## src/sv/art_pkg.sv

```systemverilog
// ----------------------------------------------------------------------------
// Allocation record table package
// Shared types, result codes and the controller/datapath handshake structs.
// ----------------------------------------------------------------------------
package art_pkg;

   localparam int ART_DEPTH = 64;
   localparam int ADDR_W    = 64;
   localparam int HEAP_W    = 64;
   localparam int SIZE_W    = 32;
   localparam int CODE_W    = 3;

   localparam logic OP_RECORD = 1'b0;
   localparam logic OP_REPORT = 1'b1;

   localparam logic [CODE_W-1:0] RC_UPDATED = 3'd0;
   localparam logic [CODE_W-1:0] RC_ADDED   = 3'd1;
   localparam logic [CODE_W-1:0] RC_FULL    = 3'd2;
   localparam logic [CODE_W-1:0] RC_LEAK    = 3'd3;
   localparam logic [CODE_W-1:0] RC_NOLEAK  = 3'd4;

   typedef struct packed {
      logic [ADDR_W-1:0] address;
      logic [HEAP_W-1:0] heap;
      logic [SIZE_W-1:0] size;
      logic              freed;
   } entry_type;

   typedef struct packed {
      logic              start;
      logic              advance;
      logic              wr_hit;
      logic              wr_add;
      logic              hold_load;
      logic              load_rsp;
      logic              rsp_from_hold;
      logic              rsp_last;
      logic [CODE_W-1:0] rsp_code;
   } art_cmd_type;

   typedef struct packed {
      logic hit;
      logic chk_last;
      logic rd_live;
      logic rd_freed;
      logic count_zero;
      logic count_full;
      logic hold_valid;
      logic rsp_free;
   } art_status_type;

endpackage

```

## src/sv/art_controller.sv

```systemverilog
// ----------------------------------------------------------------------------
// Allocation record table controller
// Sequences the table search, the append or update, and the leak report.
// ----------------------------------------------------------------------------
module art_controller
   import art_pkg::*;
(
   input  logic           clock,
   input  logic           reset,
   input  logic           req_valid,
   input  logic           req_opcode,
   output logic           req_ready,
   input  art_status_type status,
   output art_cmd_type    cmd
);

   typedef enum logic [2:0] {
      ST_IDLE,
      ST_SEARCH,
      ST_REPLY,
      ST_SCAN,
      ST_FINISH
   } state_type;

   state_type         state_ff;
   state_type         state_in;
   logic [CODE_W-1:0] reply_code_ff;
   logic [CODE_W-1:0] reply_code_in;
   logic              leak_seen;

   assign leak_seen = status.rd_live && !status.rd_freed;

   always_comb begin
      state_in      = state_ff;
      reply_code_in = reply_code_ff;
      cmd           = '0;
      req_ready     = 1'b0;
      unique case (state_ff)
         ST_IDLE: begin
            req_ready = 1'b1;
            if (req_valid) begin
               cmd.start = 1'b1;
               if (req_opcode == OP_RECORD) begin
                  state_in = ST_SEARCH;
               end else if (status.count_zero) begin
                  state_in = ST_FINISH;
               end else begin
                  state_in = ST_SCAN;
               end
            end
         end
         ST_SEARCH: begin
            cmd.advance = 1'b1;
            if (status.rd_live && status.hit) begin
               cmd.wr_hit    = 1'b1;
               reply_code_in = RC_UPDATED;
               state_in      = ST_REPLY;
            end else if ((status.rd_live && status.chk_last) || status.count_zero) begin
               if (status.count_full) begin
                  reply_code_in = RC_FULL;
               end else begin
                  cmd.wr_add    = 1'b1;
                  reply_code_in = RC_ADDED;
               end
               state_in = ST_REPLY;
            end
         end
         ST_REPLY: begin
            if (status.rsp_free) begin
               cmd.load_rsp = 1'b1;
               cmd.rsp_code = reply_code_ff;
               cmd.rsp_last = 1'b1;
               state_in     = ST_IDLE;
            end
         end
         ST_SCAN: begin
            if (leak_seen && status.hold_valid && !status.rsp_free) begin
               cmd.advance = 1'b0;
            end else begin
               cmd.advance = 1'b1;
               if (leak_seen) begin
                  cmd.hold_load = 1'b1;
                  if (status.hold_valid) begin
                     cmd.load_rsp      = 1'b1;
                     cmd.rsp_from_hold = 1'b1;
                     cmd.rsp_code      = RC_LEAK;
                  end
               end
               if (status.rd_live && status.chk_last) begin
                  state_in = ST_FINISH;
               end
            end
         end
         ST_FINISH: begin
            if (status.rsp_free) begin
               cmd.load_rsp = 1'b1;
               cmd.rsp_last = 1'b1;
               if (status.hold_valid) begin
                  cmd.rsp_from_hold = 1'b1;
                  cmd.rsp_code      = RC_LEAK;
               end else begin
                  cmd.rsp_code = RC_NOLEAK;
               end
               state_in = ST_IDLE;
            end
         end
         default: begin
            state_in = ST_IDLE;
         end
      endcase
   end

   always_ff @(posedge clock) begin
      if (reset) begin
         state_ff      <= ST_IDLE;
         reply_code_ff <= RC_UPDATED;
      end else begin
         state_ff      <= state_in;
         reply_code_ff <= reply_code_in;
      end
   end

endmodule

```

## config.mk

```make
export PLATFORM = sky130hd
export DESIGN_NAME = art_controller
export DESIGN_NICKNAME = d
export VERILOG_FILES = /design/src/sv/art_pkg.sv /design/src/sv/art_controller.sv
export SDC_FILE = /design/constraint.sdc
export NUM_CORES = 1
export LEC_CHECK = 0
export BUFFER_PORTS_ARGS = -buffer_cell sky130_fd_sc_hd__buf_2
export CAP_MARGIN = 30
export CORE_MARGIN = 2
export CORE_UTILIZATION = 37
export DETAILED_ROUTE_END_ITERATION = 10
export PLACE_DENSITY = 0.7
export SETUP_SLACK_MARGIN = 0.3
export SLEW_MARGIN = 20
export SYNTH_ARGS = -nofsm -noshare
export SYNTH_HDL_FRONTEND = slang
export SYNTH_SLANG_ARGS = --single-unit
```

## constraint.sdc

```tcl
create_clock -name clock -period 1.37 [get_ports clock]
set_input_delay 0.2055 -clock clock [delete_from_list [all_inputs] [get_ports clock]]
set_output_delay 0.2055 -clock clock [all_outputs]
set_load 0.02 [all_outputs]
```

* Yosys cells after proc, flatten, opt, wreduce, memory -nomap -nowiden *
Cells that the tools add are included.

cells by class
  equality and inequality tests = 9
  mux-type cells = 38
  reduce and logical (&&, ||, !) cells = 13

operator list
  cell                  count
  $mux W3               13
  $mux W2               6
  $pmux W3 S4           1
  $mux W1               11
  $pmux W3 S3           1
  $eq A3 B2 Y1 const B  2
  $mux W6               1
  $ne A2 B2 Y1 const B  3
  $pmux W1 S2           3
  $logic_and A1 B1 Y1   5
  $reduce_and A5 Y1     1
  $mux W4               1
  $eq A3 B1 Y1 const B  1
  $eq A3 B3 Y1 const B  1
  $logic_not A3 Y1      1
  $ne A3 B3 Y1 const B  1
  $pmux W1 S3           1
  $logic_not A1 Y1      2
  $ne A2 B1 Y1 const B  1
  $reduce_and A2 Y1     1
  $reduce_bool A2 Y1    1
  $reduce_or A2 Y1      1
  $logic_or A1 B1 Y1    1

storage, ports and cells
  flip-flop bits (word level) = 6
  input port bits = 12
  logic and storage cells = 62

* Depth between registers and ports, before layout *
Gate-level depths: netlist of run 1.

  word-level depth = 6
  depth in mapped cells = 5
  gate-level depth less buffers = 4

* Worst setup path before layout of run 1 *
Ideal clock, no wire load.

  path type = flip-flop to output port
  start point = reg state_ff[0]
  end point = out cmd[5] (netlist name)
  data arrival time = 1.451 ns
  required time = 1.165 ns
  setup slack = -0.286 ns
  stages on the path, launching flop included = 5
  buffers on the path = 2
  path through = dfxtp_1 -> buf_4 -> buf_2 -> nor3_1 -> o21bai_1

RTL lines
  item                      RTL line               RTL
  start: declaration        art_controller.sv:25   state_type state_ff;
  start signal: assignment  art_controller.sv:118  state_ff <= state_in;
  end: declaration          art_controller.sv:14   output art_cmd_type cmd

==> flow_summary.toml, run 1 <==
[cells_and_area]
final_cell_mix = "27 x buf_6, 18 x buf_4, 11 x buf_2, 4 x nor2_4, 4 x nand2_1"
fin_nets = 140
area_growth_pct = 141.6
finalNonFillerCells = 142
drive_gt1_share_pct = 74.02
final_common_cell = "buf_6"
num_antenna_cells = 0

[synthesis]
synth-seq-cells = 5
synth-simple-area-share_pct = 37.08
yosysTopAreaCellShare_pct = 19.14
yosys.area_share.adder_pct = 0
yosysTopAreaCell = "dfxtp_1"
synth_compound_area_share_pct = 29.67
synth_mux_area_share_pct = 1.914
synth_top_family_by_area = "simple AND/OR/NAND/NOR gates"
synth_area_leaders = "dfxtp_1 19%, o21ai_0 6.7%, nor2_1 5.0%"
synth_nets = 85
synth_area_um2 = 523.0
netlist-cell-type-count = 30
synth_xor_area_share_pct = 1.675
synth_cells = 73
synth_warnings = 0
ys_seq_area_share_pct = 19.14
syn_area_per_cell_um2 = 7.164

[power]
p_leak_nw = 0.5214
clkPwrFrac_pct = 15.0
p_comb_share_pct = 68.9
vdd_drop_max_mv = 0.5955
p_sw_share_pct = 41.19
p_sw_uw = 506.8
seqPwrFrac_pct = 16.1
power.internal_uw = 723.6
cellPowerDensity_mw_per_mm2 = 973.7
p_total_mw = 1.230

[worst_setup_path]
crit_path_top_delay_cell = "or3_4"
critPathBufInv = 2
worstSetupEndpointType = "output pin"
cpPeakStageDelay_ns = 0.41
crit_family = "simple AND/OR/NAND/NOR gates"
worstPathArrival_ns = 1.46
cp-start-kind = "flip-flop"
crit_chain = "nor2b_4 -> nand2b_1 -> or3_4 -> inv_4 -> buf_6"
crit_required_ns = 1.16
crit_fanout = 3
critical_path_class = "flip-flop to output pin"

[run_status]
status = "finished with violations"
violations = "negative setup slack"

[timing]
clock_skew_ns = 0.002968
slew_headroom_pct = 72.15
finalSetupViolCount = 16
post-route-period-util_pct = 121.6
period_minus_slack_ns = 1.666
tightest_slew_ns = 0.4169
whs_ns = 0.2134
drv_slew = 0
fmax_mhz = 600.1
setup_slack_ns = -0.2963
finalSetupTns_ns = -3.027
hold_viol = 0
rsz0062_at_grt = "true"

[clocking]
cts_buffers = 3
cts_root_buffer = "clkbuf_4"
ctsHoldBuffers = 0
cts.path.max_buffers = 2
cts.clk_slew.worst_paths_ns = 0.05
htreeDepth = 1
cts_tree = "built"
clkLatencyLatePin_ns = 0.25
cts.sinks = 5

[detailed_routing]
drtIter0Drc = 59
postRouteAntennaNets = 0
wl_mm = 3.393
wl_per_cell_um = 23.89
drc = 0
vias = 915
viasPerCell = 6.444
drtPass1Iterations = 4

[floorplan]
pin_count = 24
design.core.area_mm2 = 0.001318
die_x_um = 41.60
start_util_pct = 39.70
dieArea_mm2 = 0.001730
num_rows = 13
die_h_um = 41.60

[grt]
grt_pass1_wl_mm = 3.739
globalRoute.totalOverflow = 0
antenna_found_initial = 0
track_usage_pct = 28.73
grt_pass1_vias = 810
grt_max_degree = 12

[placement]
hpwl_mm = 1.265
numPortBuffers = 23
gp_congestion = 0.8333
dpl_worst_slack_ns = -0.01454
dp_cells = 117

[hold_path]
hold_path.class = "input pin to flip-flop"

[flow_run]
cap_violations = 0
stage by stage:
stage / cell area, um^2 / util, %
global placement: 804.5 / 61.06
CTS: 1136 / 86.23
detailed placement: 804.5 / 61.06
floorplan: 641.9 / -
finish: 1264 / 95.92
global route: 1264 / 95.92
layout make-up:
| class | instances | area, um^2 |
|---|---|---|
| fill | 31 | 53.80 |
| multi-input combinational | 58 | 584.3 |
| sequential | 5 | 111.4 |
| clock buffer | 4 | 26.28 |
| inverter | 3 | 13.76 |
| tap | 15 | 18.77 |
| timing repair buffer | 57 | 509.2 |
layer usage:
metal	vias to the layer above	wire length (um)	track usage, %
met5	-	0	0
met4	0	264	6.452
met3	34	312	9.130
met2	75	1568	50.00
met1	427	1248	34.04
li1	379	-	-
path summary, 6_finish.rpt:
check                           startpoint                            end  slack (ns)  depth (start not counted)
max               state_ff[0]$_SDFFE_PP0P_                         cmd[7]       -0.30                          5
min                                  reset  reply_code_ff[0]$_SDFFE_PP0P_        0.21                          2
max reg2reg       state_ff[0]$_SDFFE_PP0P_  reply_code_ff[0]$_SDFFE_PP0P_       -0.18                          7
min reg2reg  reply_code_ff[0]$_SDFFE_PP0P_  reply_code_ff[0]$_SDFFE_PP0P_        0.51                          2
power by group through the flow:
stage	sequential (mW)	combinational, mW	clock [mW]
2_1_floorplan	0.174	0.330	0
3_3_place_gp	0.190	0.419	0
3_5_place_dp	0.192	0.422	0
4_1_cts	0.191	0.670	0.174
5_1_grt	0.200	0.874	0.204
6_report	0.198	0.847	0.185
synth_stat cells (all sizes together):
cell type and number:
o32a 1, o21a 1, and2 1, nand2 5, nor3b 2, xnor2 1, nand3 1, nand2b 3
o21ai 7, mux2i 1, dfxtp 5, a21oi 6, a31o 2, o2111ai 1, nor2b 3, buf 7
a211oi 3, inv 3, and4b 2, or3 1, o21bai 1, nor2 7, nand4b 1, nor4b 2
nor3 4, a31oi 2
state kept, by name, summed over array words and instances, names as in the netlist:
register,cells
state_ff,3
reply_code_ff,2
logic make-up (layout without fill, tap and decap cells):
| logic type | after synthesis | in the layout |
|---|---|---|
| multiplexers | 1 | 1 |
| buffers and inverters | 10 | 64 |
| XOR/XNOR | 1 | 1 |
| AO/OA/AOI/OAI | 24 | 24 |
| flip-flops | 5 | 5 |
| AND/OR/NAND/NOR | 32 | 32 |
worst register-to-register path, delay by kind of cell (launching register included):
kind	cells	cell delay, ns
DFF	1	0.36
and+or+nand+nor	3	0.66
AOI/OAI and AO/OA	1	0.10
buffers and inverters	3	0.35
repair_timing:
action,CTS,global route
gates resized for setup,58,19
setup endpoints to repair,17,17
pin swaps,14,11
setup buffers,14,7
endpoints found under the hold margin,0,0
Note: power is estimated with default switching activity, not from simulation.
==> run 2: changes to the inputs <==
--- a/config.mk
+++ b/config.mk
@@ -7,10 +7,12 @@
 export LEC_CHECK = 0
 export BUFFER_PORTS_ARGS = -buffer_cell sky130_fd_sc_hd__buf_2
 export CAP_MARGIN = 30
-export CORE_MARGIN = 2
+export CORE_MARGIN = 1
 export CORE_UTILIZATION = 37
 export DETAILED_ROUTE_END_ITERATION = 10
+export GPL_ROUTABILITY_DRIVEN = 0
 export PLACE_DENSITY = 0.7
+export RECOVER_POWER = 50
 export SETUP_SLACK_MARGIN = 0.3
 export SLEW_MARGIN = 20
 export SYNTH_ARGS = -nofsm -noshare
==> run 2 against run 1 <==
The flow still finishes with violations (negative setup slack). Wire length fell by 28%. Count of clock-buffer cells in the layout unchanged. Critical path depth did not move. Worst hold slack got worse by 0.0069 ns. Non-clock buffer count is 11 lower. Setup slack improved by 0.016 ns. Core utilization decreased by 8.5 points. Total power shrank 13%. Sequential share of layout area up 0.98 points. Via count down 14%. Flip-flop and latch count stayed put. Critical path type unchanged. Highest routed layer unchanged.
==> flow_summary.toml, run 2 (synthesis gave the netlist of run 1 again) <==
[detailed_routing]
drtIter0Drc = 21
drc = 0
viasPerCell = 6.023
vias = 789
postRouteAntennaNets = 0
wl_per_cell_um = 18.74
drtPass1Iterations = 4
wl_mm = 2.455

[worst_setup_path]
worst-r2r-cell-count = 6
cp-start-kind = "flip-flop"
crit_fanout = 3
rr_startpoint = "state_ff[0]$_SDFFE_PP0P_"
crit_required_ns = 1.16
rr_endpoint = "reply_code_ff[0]$_SDFFE_PP0P_"
critical_path_class = "flip-flop to output pin"
worstPathArrival_ns = 1.44
worstSetupEndpointType = "output pin"
r2r_setup_slack_ns = -0.06

[hold_path]
min_to = "reply_code_ff[0]$_SDFFE_PP0P_"
hold_path.class = "input pin to flip-flop"
hold-path-cell-count = 2
min_from = "reset"

[clocking]
cts_buffers = 3
cts_root_buffer = "clkbuf_4"
cts.path.max_buffers = 2
cts.sinks = 5
cts.clk_slew.worst_paths_ns = 0.05
cts_tree = "built"
clkLatencyLatePin_ns = 0.25
htreeDepth = 1

[timing]
finalSetupViolCount = 14
finalSetupTns_ns = -2.050
hold_viol = 0
slew_headroom_pct = 72.29
rsz0062_at_grt = "true"
post-route-period-util_pct = 120.4
drv_slew = 0
period_minus_slack_ns = 1.650
fmax_mhz = 606.0
setup_slack_ns = -0.2801
tightest_slew_ns = 0.4148
clock_skew_ns = 0.003813

[floorplan]
pin_count = 24
num_rows = 13
die_h_um = 39.60
design.core.area_mm2 = 0.001301
dieArea_mm2 = 0.001568
die_x_um = 39.60
start_util_pct = 40.19

[placement]
place_area_um2 = 809.5
hpwl_mm = 1.172
numPortBuffers = 23

[cells_and_area]
final_cell_mix = "17 x buf_6, 16 x buf_4, 11 x buf_2, 5 x nand2_1"
reg_top3 = "state_ff: 3 flops, reply_code_ff: 2 flops"
drive_gt1_share_pct = 68.97
largest_reg_flops = 3
final_common_cell = "buf_6"
postLayoutCellArea_mm2 = 0.001137
finish.utilization_pct = 87.40
area_growth_pct = 117.5
regMostFlops = "state_ff"
fin_nets = 129
num_antenna_cells = 0

[grt]
antenna_found_initial = 0
grt_pass1_vias = 656
globalRoute.totalOverflow = 0
grt_pass1_wl_mm = 3.070
track_usage_pct = 29.54
grt_max_degree = 16

[power]
clkPwrFrac_pct = 17.4
p_sw_uw = 439.6
p_comb_share_pct = 63.3
p_leak_nw = 0.4626
p_sw_share_pct = 41.10
cellPowerDensity_mw_per_mm2 = 940.4
power.internal_uw = 630.0
seqPwrFrac_pct = 19.3
vdd_drop_max_mv = 0.6712

[flow_run]
cap_violations = 0

[run_status]
violations = "negative setup slack"
status = "finished with violations"
-- run 2: worst max path at each step --
stage	from	to	slack [ns]	cells after the start
after global routing	state_ff[0]$_SDFFE_PP0P_	cmd[7]	-0.31	5
after floorplan	state_ff[0]$_SDFFE_PP0P_	cmd[7]	0.08	5
after CTS	state_ff[0]$_SDFFE_PP0P_	cmd[7]	-0.22	5
after detailed placement	status[5]	cmd[0]	-0.03	6
final	state_ff[0]$_SDFFE_PP0P_	cmd[7]	-0.28	5
after global placement	status[5]	cmd[1]	-0.02	6
-- run 2: cell type report --
cell class | count | area [um^2]
multi-input cells | 58 | 565.5
repair buffers | 46 | 401.6
fillers | 73 | 163.9
flip-flops and latches | 5 | 111.4
clock buffers | 4 | 26.28
well taps | 15 | 18.77
inverters | 3 | 13.76
-- run 2: worst max-delay path, stage by stage, from the launching register on --
cell	delay [ns]
dfxtp_4	0.36
nor2b_4	0.16
nand2b_1	0.10
or3_4	0.40
inv_4	0.07
buf_6	0.10
-- run 2: through the flow --
step	total power, mW	hold WS [ns]	std cells	setup WS [ns]
3_5_place_dp	0.6245	0.4488	116	-0.03404
6_report	1.070	0.2065	131	-0.2801
3_3_place_gp	0.6199	0.4481	116	-0.02139
2_1_floorplan	0.5035	0.2679	73	0.08056
5_1_grt	1.111	0.2080	131	-0.3059
4_1_cts	0.9341	0.1972	130	-0.2246
-- run 2: power by group through the flow --
stage	clock network, mW	registers, mW	logic (mW)
global route	0.191	0.208	0.712
global placement	0	0.194	0.426
detailed placement	0	0.195	0.430
floorplan	0	0.174	0.330
CTS	0.176	0.198	0.560
finish	0.186	0.207	0.677
-- run 2: timing repair --
item / CTS / global route
buffers inserted: 10 / 1
hold buffers: 0 / 0
pin swaps: 2 / 4
endpoints found under the setup margin: 17 / 17
resized for setup: 39 / 22
-- run 2: routing by layer --
layer / up-vias / global-route usage, % / part of all wire [%]
met5: - / 0 / 0
met4: 0 / 0.8621 / 2.2
met3: 8 / 7.386 / 5.4
met2: 39 / 50.00 / 51
met1: 390 / 39.06 / 42
li1: 352 / - / -
